`src/pfmu_pkg.sv`:
```
// Shared widths, codes and state encoding for the path frontier mate update block.
`timescale 1ns / 1ps

package pfmu_pkg;

  localparam int VERTEX_W = 8;
  localparam int MAX_VERTICES = 2 ** VERTEX_W;
  localparam int KIND_W = 2;
  localparam int STATUS_W = 2;
  localparam int PADDR_W = 3;
  localparam int PDATA_W = 32;

  typedef logic [VERTEX_W-1:0] vertex_t;
  typedef logic [KIND_W-1:0] kind_t;
  typedef logic [STATUS_W-1:0] status_t;

  localparam kind_t KIND_LOAD = 2'd0;
  localparam kind_t KIND_ARC = 2'd1;
  localparam kind_t KIND_READ = 2'd2;

  localparam status_t STATUS_CONT = 2'd0;
  localparam status_t STATUS_REJECT = 2'd1;
  localparam status_t STATUS_DONE = 2'd2;

  localparam logic REG_SOURCE = 1'b0;
  localparam logic REG_SINK = 1'b1;

  typedef enum logic [3:0] {
    ST_IDLE,
    ST_READ_WAIT,
    ST_FILL,
    ST_SCAN,
    ST_FETCH_A,
    ST_FETCH_B,
    ST_JOIN,
    ST_WRITE,
    ST_CLOSE,
    ST_FIN_A,
    ST_FIN_B,
    ST_FIN_C,
    ST_RESP
  } state_t;

endpackage

```
`src/pfmu_req_if.sv`:
```
// Request channel interface carrying one load, arc or read item.
`timescale 1ns / 1ps

interface pfmu_req_if import pfmu_pkg::*; ();
  logic valid;
  logic ready;
  kind_t kind;
  vertex_t vertex_a;
  vertex_t vertex_b;
  logic take;
  logic last_of_a;
  logic last_of_b;
  logic window_start;

  modport source (
    output valid, kind, vertex_a, vertex_b, take, last_of_a, last_of_b, window_start,
    input ready
  );
  modport sink (
    input valid, kind, vertex_a, vertex_b, take, last_of_a, last_of_b, window_start,
    output ready
  );
endinterface

```
`src/pfmu_rsp_if.sv`:
```
// Response channel interface carrying the status, mate value and window top.
`timescale 1ns / 1ps

interface pfmu_rsp_if import pfmu_pkg::*; ();
  logic valid;
  logic ready;
  status_t status;
  vertex_t mate_value;
  vertex_t window_high;

  modport source (
    output valid, status, mate_value, window_high,
    input ready
  );
  modport sink (
    input valid, status, mate_value, window_high,
    output ready
  );
endinterface

```
`src/path_frontier_mate_update.sv`:
```
// Top level of the path frontier mate update block with its mate memory and sequencer.
//
// The req channel takes one request per item: a load writes a mate entry and may restart
// the window, a read returns one mate entry, and an arc request applies one frontier step.
// Every request gives exactly one response on the rsp channel, in order.
// The user sets the source and sink terminals through the APB port while the block is idle;
// the block does not enforce it. All mate entries live in one memory with one write and
// one registered read port. A load goes from acceptance straight to the response state and
// a read passes READ_WAIT first; once a response is registered, the next request is
// accepted in the cycle after. An arc that is not taken runs the final checks FIN_A, FIN_B
// and FIN_C, skipping FIN_C when its lower endpoint fails. A taken arc fetches (FETCH_A,
// FETCH_B, JOIN), writes back (clear both endpoints, then link their mates) and runs the
// final checks. Growing the window writes each new entry whose initial mate lies outside
// the window directly and searches the frontier for each other one, where the frontier
// runs from the lower endpoint to the window top. A closing path replaces write-back and
// final checks by a frontier check; both read one memory entry per cycle via the read port.
// Reset empties the window and restores the terminals to one and two; the memory holds
// undefined data until written. A response waits in its output register while the
// receiver stalls; the next request is accepted meanwhile, and its own response waits
// until that register is free.
`timescale 1ns / 1ps

module path_frontier_mate_update import pfmu_pkg::*; (
  input  logic               clk,
  input  logic               rst,
  pfmu_req_if.sink           req,
  pfmu_rsp_if.source         rsp,
  input  logic               psel,
  input  logic               penable,
  input  logic               pwrite,
  input  logic [PADDR_W-1:0] paddr,
  input  logic [PDATA_W-1:0] pwdata,
  output logic [PDATA_W-1:0] prdata,
  output logic               pready
);

  localparam logic [1:0] WR_CLR_A = 2'd0;
  localparam logic [1:0] WR_CLR_B = 2'd1;
  localparam logic [1:0] WR_LINK_A = 2'd2;
  localparam logic [1:0] WR_LINK_B = 2'd3;

  function automatic vertex_t init_mate(input vertex_t v, input vertex_t s, input vertex_t k);
    vertex_t m;
    if (v == s) begin
      m = k;
    end else if (v == k) begin
      m = s;
    end else begin
      m = v;
    end
    return m;
  endfunction

  vertex_t mate_mem [MAX_VERTICES];
  vertex_t mem_rdata;
  logic mem_we;
  vertex_t mem_waddr;
  vertex_t mem_wdata;
  logic rd_en;
  vertex_t rd_addr;

  state_t state;
  state_t state_next;

  vertex_t src_vertex;
  vertex_t snk_vertex;
  vertex_t window_top;

  kind_t item_kind;
  vertex_t item_v1;
  vertex_t item_v2;
  logic item_take;
  logic item_l1;
  logic item_l2;

  vertex_t fill_v;
  logic [VERTEX_W:0] scan_x;
  logic pend_vld;
  vertex_t pend_x;
  vertex_t w1;
  vertex_t w2;
  logic [1:0] wr_step;
  status_t res_status;
  vertex_t res_mate;

  logic rsp_valid;
  status_t rsp_status;
  vertex_t rsp_mate;
  vertex_t rsp_high;

  logic req_fire;
  logic rsp_free;
  logic cfg_write;
  vertex_t req_lo;
  vertex_t req_hi;
  logic req_swap;
  vertex_t fill_init;
  logic fill_scan;
  logic fill_last;
  logic scan_hit;
  logic scan_end;
  logic close_bad;
  vertex_t fin_w;
  vertex_t fin_w2;
  logic fin1_bad;
  logic fin2_bad;

  assign pready = 1'b1;
  assign cfg_write = psel && penable && pwrite && pready;
  assign prdata = (paddr[2] == REG_SINK) ? {{(PDATA_W-VERTEX_W){1'b0}}, snk_vertex}
                                          : {{(PDATA_W-VERTEX_W){1'b0}}, src_vertex};

  assign req_fire = req.valid && req.ready;
  assign rsp_free = !rsp_valid || rsp.ready;
  assign req_swap = req.vertex_a > req.vertex_b;
  assign req_lo = req_swap ? req.vertex_b : req.vertex_a;
  assign req_hi = req_swap ? req.vertex_a : req.vertex_b;

  assign fill_init = init_mate(fill_v, src_vertex, snk_vertex);
  assign fill_scan = fill_init <= window_top;
  assign fill_last = fill_v == item_v2;
  assign scan_hit = pend_vld && (mem_rdata == fill_v);
  assign scan_end = scan_x > {1'b0, window_top};
  assign close_bad = pend_vld && (pend_x != item_v2) && (mem_rdata != '0)
                     && (mem_rdata != pend_x);
  assign fin_w = (item_v1 <= window_top) ? mem_rdata
                                         : init_mate(item_v1, src_vertex, snk_vertex);
  assign fin_w2 = (item_v2 <= window_top) ? mem_rdata
                                          : init_mate(item_v2, src_vertex, snk_vertex);
  assign fin1_bad = item_l1 && (fin_w != '0) && (fin_w != item_v1);
  assign fin2_bad = item_l2 && (fin_w2 != '0) && (fin_w2 != item_v2);

  assign rsp.valid = rsp_valid;
  assign rsp.status = rsp_status;
  assign rsp.mate_value = rsp_mate;
  assign rsp.window_high = rsp_high;

  always_ff @(posedge clk) begin
    if (mem_we) begin
      mate_mem[mem_waddr] <= mem_wdata;
    end
    if (rd_en) begin
      mem_rdata <= mate_mem[rd_addr];
    end
  end

  always_comb begin
    state_next = state;
    unique case (state)
      ST_IDLE: begin
        if (req_fire) begin
          case (req.kind)
            KIND_LOAD: state_next = ST_RESP;
            KIND_READ: state_next = ST_READ_WAIT;
            KIND_ARC: begin
              if (!req.take) begin
                state_next = ST_FIN_A;
              end else if (req_hi > window_top) begin
                state_next = ST_FILL;
              end else begin
                state_next = ST_FETCH_A;
              end
            end
            default: state_next = ST_RESP;
          endcase
        end
      end
      ST_READ_WAIT: state_next = ST_RESP;
      ST_FILL: begin
        if (fill_scan) begin
          state_next = ST_SCAN;
        end else if (fill_last) begin
          state_next = ST_FETCH_A;
        end
      end
      ST_SCAN: begin
        if (scan_hit || scan_end) begin
          state_next = fill_last ? ST_FETCH_A : ST_FILL;
        end
      end
      ST_FETCH_A: state_next = (item_v1 == item_v2) ? ST_RESP : ST_FETCH_B;
      ST_FETCH_B: state_next = ST_JOIN;
      ST_JOIN: begin
        if (w1 == '0 || mem_rdata == '0) begin
          state_next = ST_RESP;
        end else if (w1 == item_v2) begin
          state_next = ST_CLOSE;
        end else begin
          state_next = ST_WRITE;
        end
      end
      ST_WRITE: begin
        if (wr_step == WR_LINK_B) begin
          state_next = ST_FIN_A;
        end
      end
      ST_CLOSE: begin
        if (close_bad || scan_end) begin
          state_next = ST_RESP;
        end
      end
      ST_FIN_A: state_next = ST_FIN_B;
      ST_FIN_B: state_next = fin1_bad ? ST_RESP : ST_FIN_C;
      ST_FIN_C: state_next = ST_RESP;
      ST_RESP: begin
        if (rsp_free) begin
          state_next = ST_IDLE;
        end
      end
      default: state_next = ST_IDLE;
    endcase
  end

  always_comb begin
    req.ready = 1'b0;
    mem_we = 1'b0;
    mem_waddr = fill_v;
    mem_wdata = fill_init;
    rd_en = 1'b0;
    rd_addr = item_v1;
    unique case (state)
      ST_IDLE: begin
        req.ready = 1'b1;
        if (req_fire && req.kind == KIND_LOAD) begin
          mem_we = 1'b1;
          mem_waddr = req.vertex_a;
          mem_wdata = req.vertex_b;
        end
        if (req_fire && req.kind == KIND_READ) begin
          rd_en = 1'b1;
          rd_addr = req.vertex_a;
        end
      end
      ST_FILL: begin
        mem_we = !fill_scan;
      end
      ST_SCAN: begin
        if (scan_hit) begin
          mem_we = 1'b1;
          mem_wdata = pend_x;
        end else if (scan_end) begin
          mem_we = 1'b1;
        end else begin
          rd_en = 1'b1;
          rd_addr = scan_x[VERTEX_W-1:0];
        end
      end
      ST_FETCH_A, ST_FIN_A: begin
        rd_en = 1'b1;
      end
      ST_FETCH_B, ST_FIN_B: begin
        rd_en = 1'b1;
        rd_addr = item_v2;
      end
      ST_WRITE: begin
        case (wr_step)
          WR_CLR_A: begin
            mem_we = w1 != item_v1;
            mem_waddr = item_v1;
            mem_wdata = '0;
          end
          WR_CLR_B: begin
            mem_we = w2 != item_v2;
            mem_waddr = item_v2;
            mem_wdata = '0;
          end
          WR_LINK_A: begin
            mem_we = w1 <= window_top;
            mem_waddr = w1;
            mem_wdata = w2;
          end
          default: begin
            mem_we = w2 <= window_top;
            mem_waddr = w2;
            mem_wdata = w1;
          end
        endcase
      end
      ST_CLOSE: begin
        if (!close_bad && !scan_end) begin
          rd_en = 1'b1;
          rd_addr = scan_x[VERTEX_W-1:0];
        end
      end
      default: begin
      end
    endcase
  end

  always_ff @(posedge clk) begin
    if (rst) begin
      state <= ST_IDLE;
      src_vertex <= vertex_t'(1);
      snk_vertex <= vertex_t'(2);
      window_top <= '0;
      pend_vld <= 1'b0;
      rsp_valid <= 1'b0;
    end else begin
      state <= state_next;

      if (cfg_write) begin
        if (paddr[2] == REG_SINK) begin
          snk_vertex <= pwdata[VERTEX_W-1:0];
        end else begin
          src_vertex <= pwdata[VERTEX_W-1:0];
        end
      end

      if (state == ST_RESP && rsp_free) begin
        rsp_valid <= 1'b1;
        rsp_status <= res_status;
        rsp_mate <= res_mate;
        rsp_high <= window_top;
      end else if (rsp.ready) begin
        rsp_valid <= 1'b0;
      end

      case (state)
        ST_IDLE: begin
          if (req_fire) begin
            item_kind <= req.kind;
            item_v1 <= req_lo;
            item_v2 <= req_hi;
            item_take <= req.take;
            item_l1 <= req_swap ? req.last_of_b : req.last_of_a;
            item_l2 <= req_swap ? req.last_of_a : req.last_of_b;
            fill_v <= window_top + vertex_t'(1);
            res_status <= STATUS_CONT;
            res_mate <= '0;
            if (req.kind == KIND_LOAD) begin
              if (req.window_start || req.vertex_a > window_top) begin
                window_top <= req.vertex_a;
              end
            end
          end
        end
        ST_READ_WAIT: begin
          res_mate <= mem_rdata;
        end
        ST_FILL: begin
          if (fill_scan) begin
            scan_x <= {1'b0, item_v1};
            pend_vld <= 1'b0;
          end else if (fill_last) begin
            window_top <= item_v2;
          end else begin
            fill_v <= fill_v + vertex_t'(1);
          end
        end
        ST_SCAN: begin
          if (scan_hit || scan_end) begin
            pend_vld <= 1'b0;
            if (fill_last) begin
              window_top <= item_v2;
            end else begin
              fill_v <= fill_v + vertex_t'(1);
            end
          end else begin
            pend_vld <= 1'b1;
            pend_x <= scan_x[VERTEX_W-1:0];
            scan_x <= scan_x + 1'b1;
          end
        end
        ST_FETCH_A: begin
          if (item_v1 == item_v2) begin
            res_status <= STATUS_REJECT;
          end
        end
        ST_FETCH_B: begin
          w1 <= mem_rdata;
        end
        ST_JOIN: begin
          w2 <= mem_rdata;
          wr_step <= WR_CLR_A;
          scan_x <= {1'b0, item_v1} + 1'b1;
          pend_vld <= 1'b0;
          if (w1 == '0 || mem_rdata == '0) begin
            res_status <= STATUS_REJECT;
          end
        end
        ST_WRITE: begin
          wr_step <= wr_step + 1'b1;
        end
        ST_CLOSE: begin
          if (close_bad) begin
            res_status <= STATUS_REJECT;
            pend_vld <= 1'b0;
          end else if (scan_end) begin
            res_status <= STATUS_DONE;
            pend_vld <= 1'b0;
          end else begin
            pend_vld <= 1'b1;
            pend_x <= scan_x[VERTEX_W-1:0];
            scan_x <= scan_x + 1'b1;
          end
        end
        ST_FIN_B: begin
          if (fin1_bad) begin
            res_status <= STATUS_REJECT;
          end
        end
        ST_FIN_C: begin
          if (fin2_bad) begin
            res_status <= STATUS_REJECT;
          end
        end
        default: begin
        end
      endcase
    end
  end

  // A read and a write of the same entry in one cycle would return stale data.
  assert property (@(posedge clk) disable iff (rst)
    (mem_we && rd_en) |-> (mem_waddr != rd_addr))
    else $error("mate memory read and write collide on one entry");

  assert property (@(posedge clk) disable iff (rst)
    (state == ST_FILL || state == ST_SCAN) |-> (fill_v > window_top && fill_v <= item_v2))
    else $error("fill vertex left the range being added to the window");

  assert property (@(posedge clk) disable iff (rst)
    (state != ST_IDLE && item_kind == KIND_ARC && item_take) |-> (item_v1 <= item_v2))
    else $error("arc endpoints are not ordered");

  assert property (@(posedge clk) disable iff (rst)
    $rose(rsp_valid) |-> $past(state == ST_RESP))
    else $error("response raised outside the response state");

  assert property (@(posedge clk) disable iff (rst)
    !$stable(window_top) |->
      $past(state == ST_IDLE || state == ST_FILL || state == ST_SCAN))
    else $error("window top changed outside a load or a fill");

endmodule

```
`src/flat_wrapper.sv`:
```
// flat-port wrapper written by rule: the top's interface ports become plain ports
module path_frontier_mate_update_flat import pfmu_pkg::*;
  (clk, rst, psel, penable, pwrite, paddr, pwdata, prdata, pready, req_valid, req_kind, req_vertex_a, req_vertex_b, req_take, req_last_of_a, req_last_of_b, req_window_start, req_ready, rsp_valid, rsp_status, rsp_mate_value, rsp_window_high, rsp_ready);
  pfmu_req_if req_i ();
  pfmu_rsp_if rsp_i ();
  input  logic clk;
  input  logic rst;
  input  logic psel;
  input  logic penable;
  input  logic pwrite;
  input  logic [PADDR_W-1:0] paddr;
  input  logic [PDATA_W-1:0] pwdata;
  output logic [PDATA_W-1:0] prdata;
  output logic pready;
  input wire logic [$bits(req_i.valid)-1:0] req_valid;
  input wire logic [$bits(req_i.kind)-1:0] req_kind;
  input wire logic [$bits(req_i.vertex_a)-1:0] req_vertex_a;
  input wire logic [$bits(req_i.vertex_b)-1:0] req_vertex_b;
  input wire logic [$bits(req_i.take)-1:0] req_take;
  input wire logic [$bits(req_i.last_of_a)-1:0] req_last_of_a;
  input wire logic [$bits(req_i.last_of_b)-1:0] req_last_of_b;
  input wire logic [$bits(req_i.window_start)-1:0] req_window_start;
  output wire logic [$bits(req_i.ready)-1:0] req_ready;
  output wire logic [$bits(rsp_i.valid)-1:0] rsp_valid;
  output wire logic [$bits(rsp_i.status)-1:0] rsp_status;
  output wire logic [$bits(rsp_i.mate_value)-1:0] rsp_mate_value;
  output wire logic [$bits(rsp_i.window_high)-1:0] rsp_window_high;
  input wire logic [$bits(rsp_i.ready)-1:0] rsp_ready;
  assign req_i.valid = req_valid;
  assign req_i.kind = req_kind;
  assign req_i.vertex_a = req_vertex_a;
  assign req_i.vertex_b = req_vertex_b;
  assign req_i.take = req_take;
  assign req_i.last_of_a = req_last_of_a;
  assign req_i.last_of_b = req_last_of_b;
  assign req_i.window_start = req_window_start;
  assign req_ready = req_i.ready;
  assign rsp_valid = rsp_i.valid;
  assign rsp_status = rsp_i.status;
  assign rsp_mate_value = rsp_i.mate_value;
  assign rsp_window_high = rsp_i.window_high;
  assign rsp_i.ready = rsp_ready;
  path_frontier_mate_update u_core (.clk(clk), .rst(rst), .req(req_i), .rsp(rsp_i), .psel(psel), .penable(penable), .pwrite(pwrite), .paddr(paddr), .pwdata(pwdata), .prdata(prdata), .pready(pready));
endmodule
```
`config.mk`:
```
export PLATFORM = sky130hd
export DESIGN_NAME = path_frontier_mate_update_flat
export DESIGN_NICKNAME = d
export VERILOG_FILES = /design/src/pfmu_pkg.sv /design/src/pfmu_req_if.sv /design/src/pfmu_rsp_if.sv /design/src/path_frontier_mate_update.sv /design/src/flat_wrapper.sv
export SDC_FILE = /design/constraint.sdc
export NUM_CORES = 2
export LEC_CHECK = 0
export ABC_AREA = 0
export BUFFER_PORTS_ARGS = -buffer_cell sky130_fd_sc_hd__buf_2
export CAP_MARGIN = 15
export CORE_UTILIZATION = 50
export DETAILED_ROUTE_END_ITERATION = 7
export PLACE_DENSITY = 0.72
export RECOVER_POWER = 25
export SKIP_LAST_GASP = 1
export SLEW_MARGIN = 20
export SYNTH_ARGS = -nofsm -noshare
export SYNTH_HDL_FRONTEND = slang
export SYNTH_SLANG_ARGS = --single-unit
```
`constraint.sdc`:
```
create_clock -name clk -period 10.9 [get_ports clk]
set_clock_uncertainty 0.05 [all_clocks]
set_input_delay 2.18 -clock clk [delete_from_list [all_inputs] [get_ports clk]]
set_output_delay 2.18 -clock clk [all_outputs]
set_load 0.01 [all_outputs]
```
After elaboration in Yosys (flattened, before gate mapping) --
Memory sizes are Yosys's and may differ from the RTL's. A register that Yosys moved wholly into a read port is not among the register bits. Cells that the tools add are included. W data, S select, Z words.
Operators by class: bitwise operators 2, $add $sub $neg 5, $lt $le $gt $ge 9, reductions and logical operators 58, equality and inequality tests 51, muxes and demuxes 92
Operators with widths (count):
- $mux W8 | 32
- $pmux W8 S3 | 4
- $eq A8 B8 Y1 | 10
- $pmux W8 S2 | 4
- $ne A8 B8 Y1 | 6
- $pmux W4 S12 | 1
- $mux W4 | 11
- $le A8 B8 Y1 | 5
- $mux W9 | 4
- $pmux W9 S4 | 1
- $pmux W8 S4 | 1
- $gt A8 B8 Y1 | 3
- $ne A2 B1 Y1 const B | 12
- $reduce_bool A8 Y1 | 3
- $eq A4 B4 Y1 const B | 5
- $reduce_and A6 Y1 | 3
- $mux W1 | 17
- $add A8 B1 Y8 const B | 2
- $eq A4 B3 Y1 const B | 4
- $logic_not A8 Y1 | 2
- $logic_and A1 B1 Y1 | 15
- $mux W2 | 7
- $reduce_and A2 Y1 | 7
- $pmux W1 S4 | 3
- other kinds (29) | 55
Storage, ports and cells: output and inout port bits 53, memories kept 1, register bits 119, logic and storage cells 239, RAM bits 2048, input port bits 64
Memory list:
- u_core.mate_mem | words 256, bits a word 8, rd ports 1, clocked after memory_dff 1, write ports 1, RTL line path_frontier_mate_update.sv:54 | vertex_t mate_mem [MAX_VERTICES];

Longest topological paths before layout --
depth after elaboration 9, depth in mapped cells 25, depth with buffers taken out 23

Worst setup path after synthesis --
No wires, ideal clock.
path type input-to-reg, start point input port req_kind[0], end point memory u_core.mate_mem[0][0] (netlist name), data pin, arrival time 9.911 ns, stages 8, path slack -0.639 ns, required time 9.273 ns, cells stage by stage inv_1 -> ha_1 -> and2_0 -> nor2_1 -> a21oi_1 -> o221ai_1 -> o21ai_0 -> a21oi_1
On the way: cells in the longest elaborated chain, start to end 4
RTL lines:
- from (decl) | RTL line flat_wrapper.sv:16 | input wire logic [$bits(req_i.kind)-1:0] req_kind;
- $logic_not A2 Y1 | RTL line path_frontier_mate_update.sv:224 | if (req_fire && req.kind == KIND_LOAD) begin
- $logic_and A1 B1 Y1 | RTL line path_frontier_mate_update.sv:224
- $mux W8 | RTL line path_frontier_mate_update.sv:224
- $pmux W8 S3 | RTL line path_frontier_mate_update.sv:221 | unique case (state)
- via u_core.mem_wdata[0] | RTL line path_frontier_mate_update.sv:58 | vertex_t mem_wdata;
- to (decl) | RTL line path_frontier_mate_update.sv:54
The timed path passes the listed nets, and every way through them passes these cells.

Worst setup path in the final report --
start point register u_core.fill_v[4], end point memory u_core.mate_mem[244][4] (netlist name), data pin
On the way: cells in the longest elaborated chain, start to end 5, elaborated cells on any way between the ends 9, those cells by class eq/ne (3); mux (5); reduce/logical (1)
RTL lines:
- from (decl) | RTL line path_frontier_mate_update.sv:76 | vertex_t fill_v;
- from (signal assigned) | RTL line path_frontier_mate_update.sv:327 | fill_v <= window_top + vertex_t'(1);
- from (signal assigned) | RTL line path_frontier_mate_update.sv:347 | fill_v <= fill_v + vertex_t'(1);
- from (signal assigned) | RTL line path_frontier_mate_update.sv:356 | fill_v <= fill_v + vertex_t'(1);
- $eq A8 B8 Y1 | RTL line path_frontier_mate_update.sv:46 | end else if (v == k) begin
- $mux W8 | RTL line path_frontier_mate_update.sv:46
- $mux W8 | RTL line path_frontier_mate_update.sv:44 | if (v == s) begin
- $mux W8, on equally long branches | RTL line path_frontier_mate_update.sv:238, path_frontier_mate_update.sv:224
- $pmux W8 S3 * | RTL line path_frontier_mate_update.sv:221
- via u_core.mem_wdata[4] | RTL line path_frontier_mate_update.sv:58
Mark *: on every way through the listed nets, which the timed path passes. The rest lies on a longest branch.

==> summary.md <==
| Metric | Value |
|---|---|
| Worst r2r path cells | 8 |
| Gr usage total | 27.6% |
| Run status | complete, but fails checks |
| Vias in the first global route | 56391 |
| RSZ-0062 raised after global routing | no |
| Failing checks | max-capacitance violations, max-slew violations |
| Worst-Margin Slew | 4.79 ns |
| Async set or reset register ratio after synthesis | 0% |
| Max Transition Viols Final | 1137 |
| Most frequent cell after synthesis | edfxtp_1 |
| CP max FO | 100 |
| Fillers | 14385 |
| Clk buf depth | 3 |
| Core area | 183000 sq um |
| Resized cells post-CTS | 0 |
| Final Cycle Share | 81.3% |
| Regs by FF count | u_core.mate_mem (2048), u_core.scan_x (9) |
| Placed cell area | 94900 sq um |
| Compound-Gate Fraction of Synth Area | 7.97% |
| Setup CP Type | reg2reg |
| CTS sink cnt | 2175 |
| Simple logic cell fraction of the synthesized area | 12.1% |
| Final total power | 28200 uW |
| CTS Buf Count | 210 |
| Synth Cell Area | 92200 sq um |
| Setup TNS | 0 ns |
| Crit. End Element | flip-flop |
| Yosys top cell area share | 69.9% |
| Largest net degree at the start of global routing | 203 |
| Post-Synthesis Cells | 6830 |
| Post-synth EDFFs | 2145 |
| WP data required | 10.83 ns |
| GP Congestion | 0.958 |
| PD cells | 278 nW/um^2 |
| Max FFs per register | 2048 |
| Largest family of logic cells by synthesized area | simple AND/OR/NAND/NOR gates |
| Post-synthesis average cell area | 13.5 sq um |
| Dominant cells by area after synthesis | edfxtp_1, nand2_1, mux2i_1, nor2_1, and3_1 |
| Post-synthesis xor/xnor area fraction | 1.33% |
| Ys Warns | 0 |
| Worst slew margin | -220% |
| Hpwl dp | 158 mm |
| I/O pins | 117 |
| Post-CTS Hold Buffers | 0 |
| Pre-antenna DRT Iters | 7 |
| Vias/cell | 6.36 |
| Max-cap violations | 15 |
| Initial Utilization | 50.3% |
| Tmin final | 8.86 ns |
| Die height | 431 um |
| Mux share of post-synthesis cell area | 4.36% |
| CTS root buffer | clkbuf_16 |
| Die Area | 186000 sq um |
| Clock slew at reported path FFs | 0.06 ns |
| Fmax achieved | 113 MHz |
| Yosys reg bits | 2175 |
| Post-synthesis sequential area ratio | 70.5% |
| Vias | 60064 |
| Port buffer count | 65 |
| TritonCTS clock tree | built |
| Initial antenna violation count | 13 |
| Nets | 6952 |
| Final instance area | 101000 sq um |
| Top reg by flops | u_core.mate_mem |
| Gr ovfl total | 0 |
| Clk Latency, worst-skew pair | 0.85 ns |
| Critical Path AT | 8.79 ns |
| Leading area contributor after synthesis | edfxtp_1 |
| Peak VDD IR | 0.000297 V |
| Adder-cell share of the synthesized area | 1.10% |
| DR iter-0 viols | 8244 |
| Worst hold path type | reg2reg |
| Commonest cells post-synth | edfxtp_1, nand2_1, nor2_1 |
| DRC viols | 0 |
| Die width | 431 um |
| Final ANT Viol Nets | 0 |
| CTS H-tree lvls | 4 |
| Aggregate routed wire length | 263 mm |
| # Post-CTS Setup Buffers | 0 |
| Synth cell types | 89 |
| Total leakage power | 0.0340 uW |
| Ys flop type | edfxtp_1 |
| First-pass GRT wire length | 379 mm |
| Rows | 157 |
| Final Hold Fails | 0 |
| Worst setup SP type | flip-flop |
| WHS Path Cells | 0 |
| Area Overhead vs Synth | 9.84% |
| Finish-stage setup viols | 0 |
| Share of layout cells above drive strength 1 | 8.39% |
| WL/cell | 27.8 um |
cell type report:
cell class	count	area [sq um]	share of cell area, %
well taps	2464	3080	3.04
multi-input cells	4181	25100	24.8
clock inverters	114	913	0.902
inverters	39	146	0.145
repair buffers	200	1410	1.39
flip-flops and latches	2175	65000	64.2
clock buffers	266	5570	5.50
diodes	9	22.5	0.0222
final timing paths:
check                              startpoint                                 end  slack, ns
max reg2reg        u_core.fill_v[4]$_DFFE_PP_   u_core.mate_mem[244][4]$_DFFE_PP_       2.04
min reg2reg  u_core.res_mate[2]$_SDFFCE_PP0P_  u_core.rsp.mate_value[2]$_DFFE_PP_       0.36
max                u_core.fill_v[4]$_DFFE_PP_   u_core.mate_mem[244][4]$_DFFE_PP_       2.04
min          u_core.res_mate[2]$_SDFFCE_PP0P_  u_core.rsp.mate_value[2]$_DFFE_PP_       0.36
layout by cell type, fill, tap and decap left out, types with 63 or more instances in the layout:
master,instances
ha_1,81
nand4_1,127
clkbuf_1,91
a211oi_1,122
buf_4,100
a21oi_1,197
xor2_1,77
nand3_1,211
edfxtp_1,2145
o22ai_1,80
xnor2_1,63
nand2_1,1226
and3_1,182
mux2_2,74
a32oi_1,129
mux2i_1,294
nor2_1,535
a31oi_1,113
clkbuf_16,214
o21ai_0,101
through the flow:
step	hold WS [ns]	worst slack, ns	utilization, %	cells
after floorplan	0.350	2.97	-	6853
after global placement	0.358	2.83	51.8	9059
after detailed placement	0.355	2.81	51.9	9059
after CTS	0.357	3.19	55.4	9439
after global routing	0.379	1.63	55.3	9440
final	0.356	2.04	55.3	9448
critical path: stages (launching register included):
cell      delay [ns]
edfxtp_1        0.60
xor2_1          0.23
nor4_1          0.29
nand2_1         0.34
mux2i_1         0.20
a21oi_1         0.48
mux2i_1         0.21
o221ai_1        2.18
clkbuf_1        3.30
logic make-up (layout without fill, tap and decap cells):
logic type / Yosys count / in the layout
AND/OR/NAND/NOR: 2513 / 2513
flip-flops: 2175 / 2175
AO/OA/AOI/OAI: 1042 / 1042
buffers and inverters: 497 / 619
multiplexers: 380 / 380
XOR/XNOR: 140 / 140
adder cells (fa/ha/maj): 81 / 81
other: 2 / 34
report_power, final:
part	switching [uW]	leakage, uW	internal [uW]	total [uW]
Clock	3090	0.00318	3860	6950
Combinational	7240	0.0113	2110	9350
Sequential	137	0.0196	11700	11900
Total	10500	0.0340	17700	28200
metal layers:
layer,GRT usage (%),vias up,part of all wire [%]
met5,0,-,0.018
met4,11.8,8,4.5
met3,6.00,640,11
met2,42.8,3725,46
met1,37.7,29829,38
li1,-,25862,-
Power figures use the tool's default switching activity.
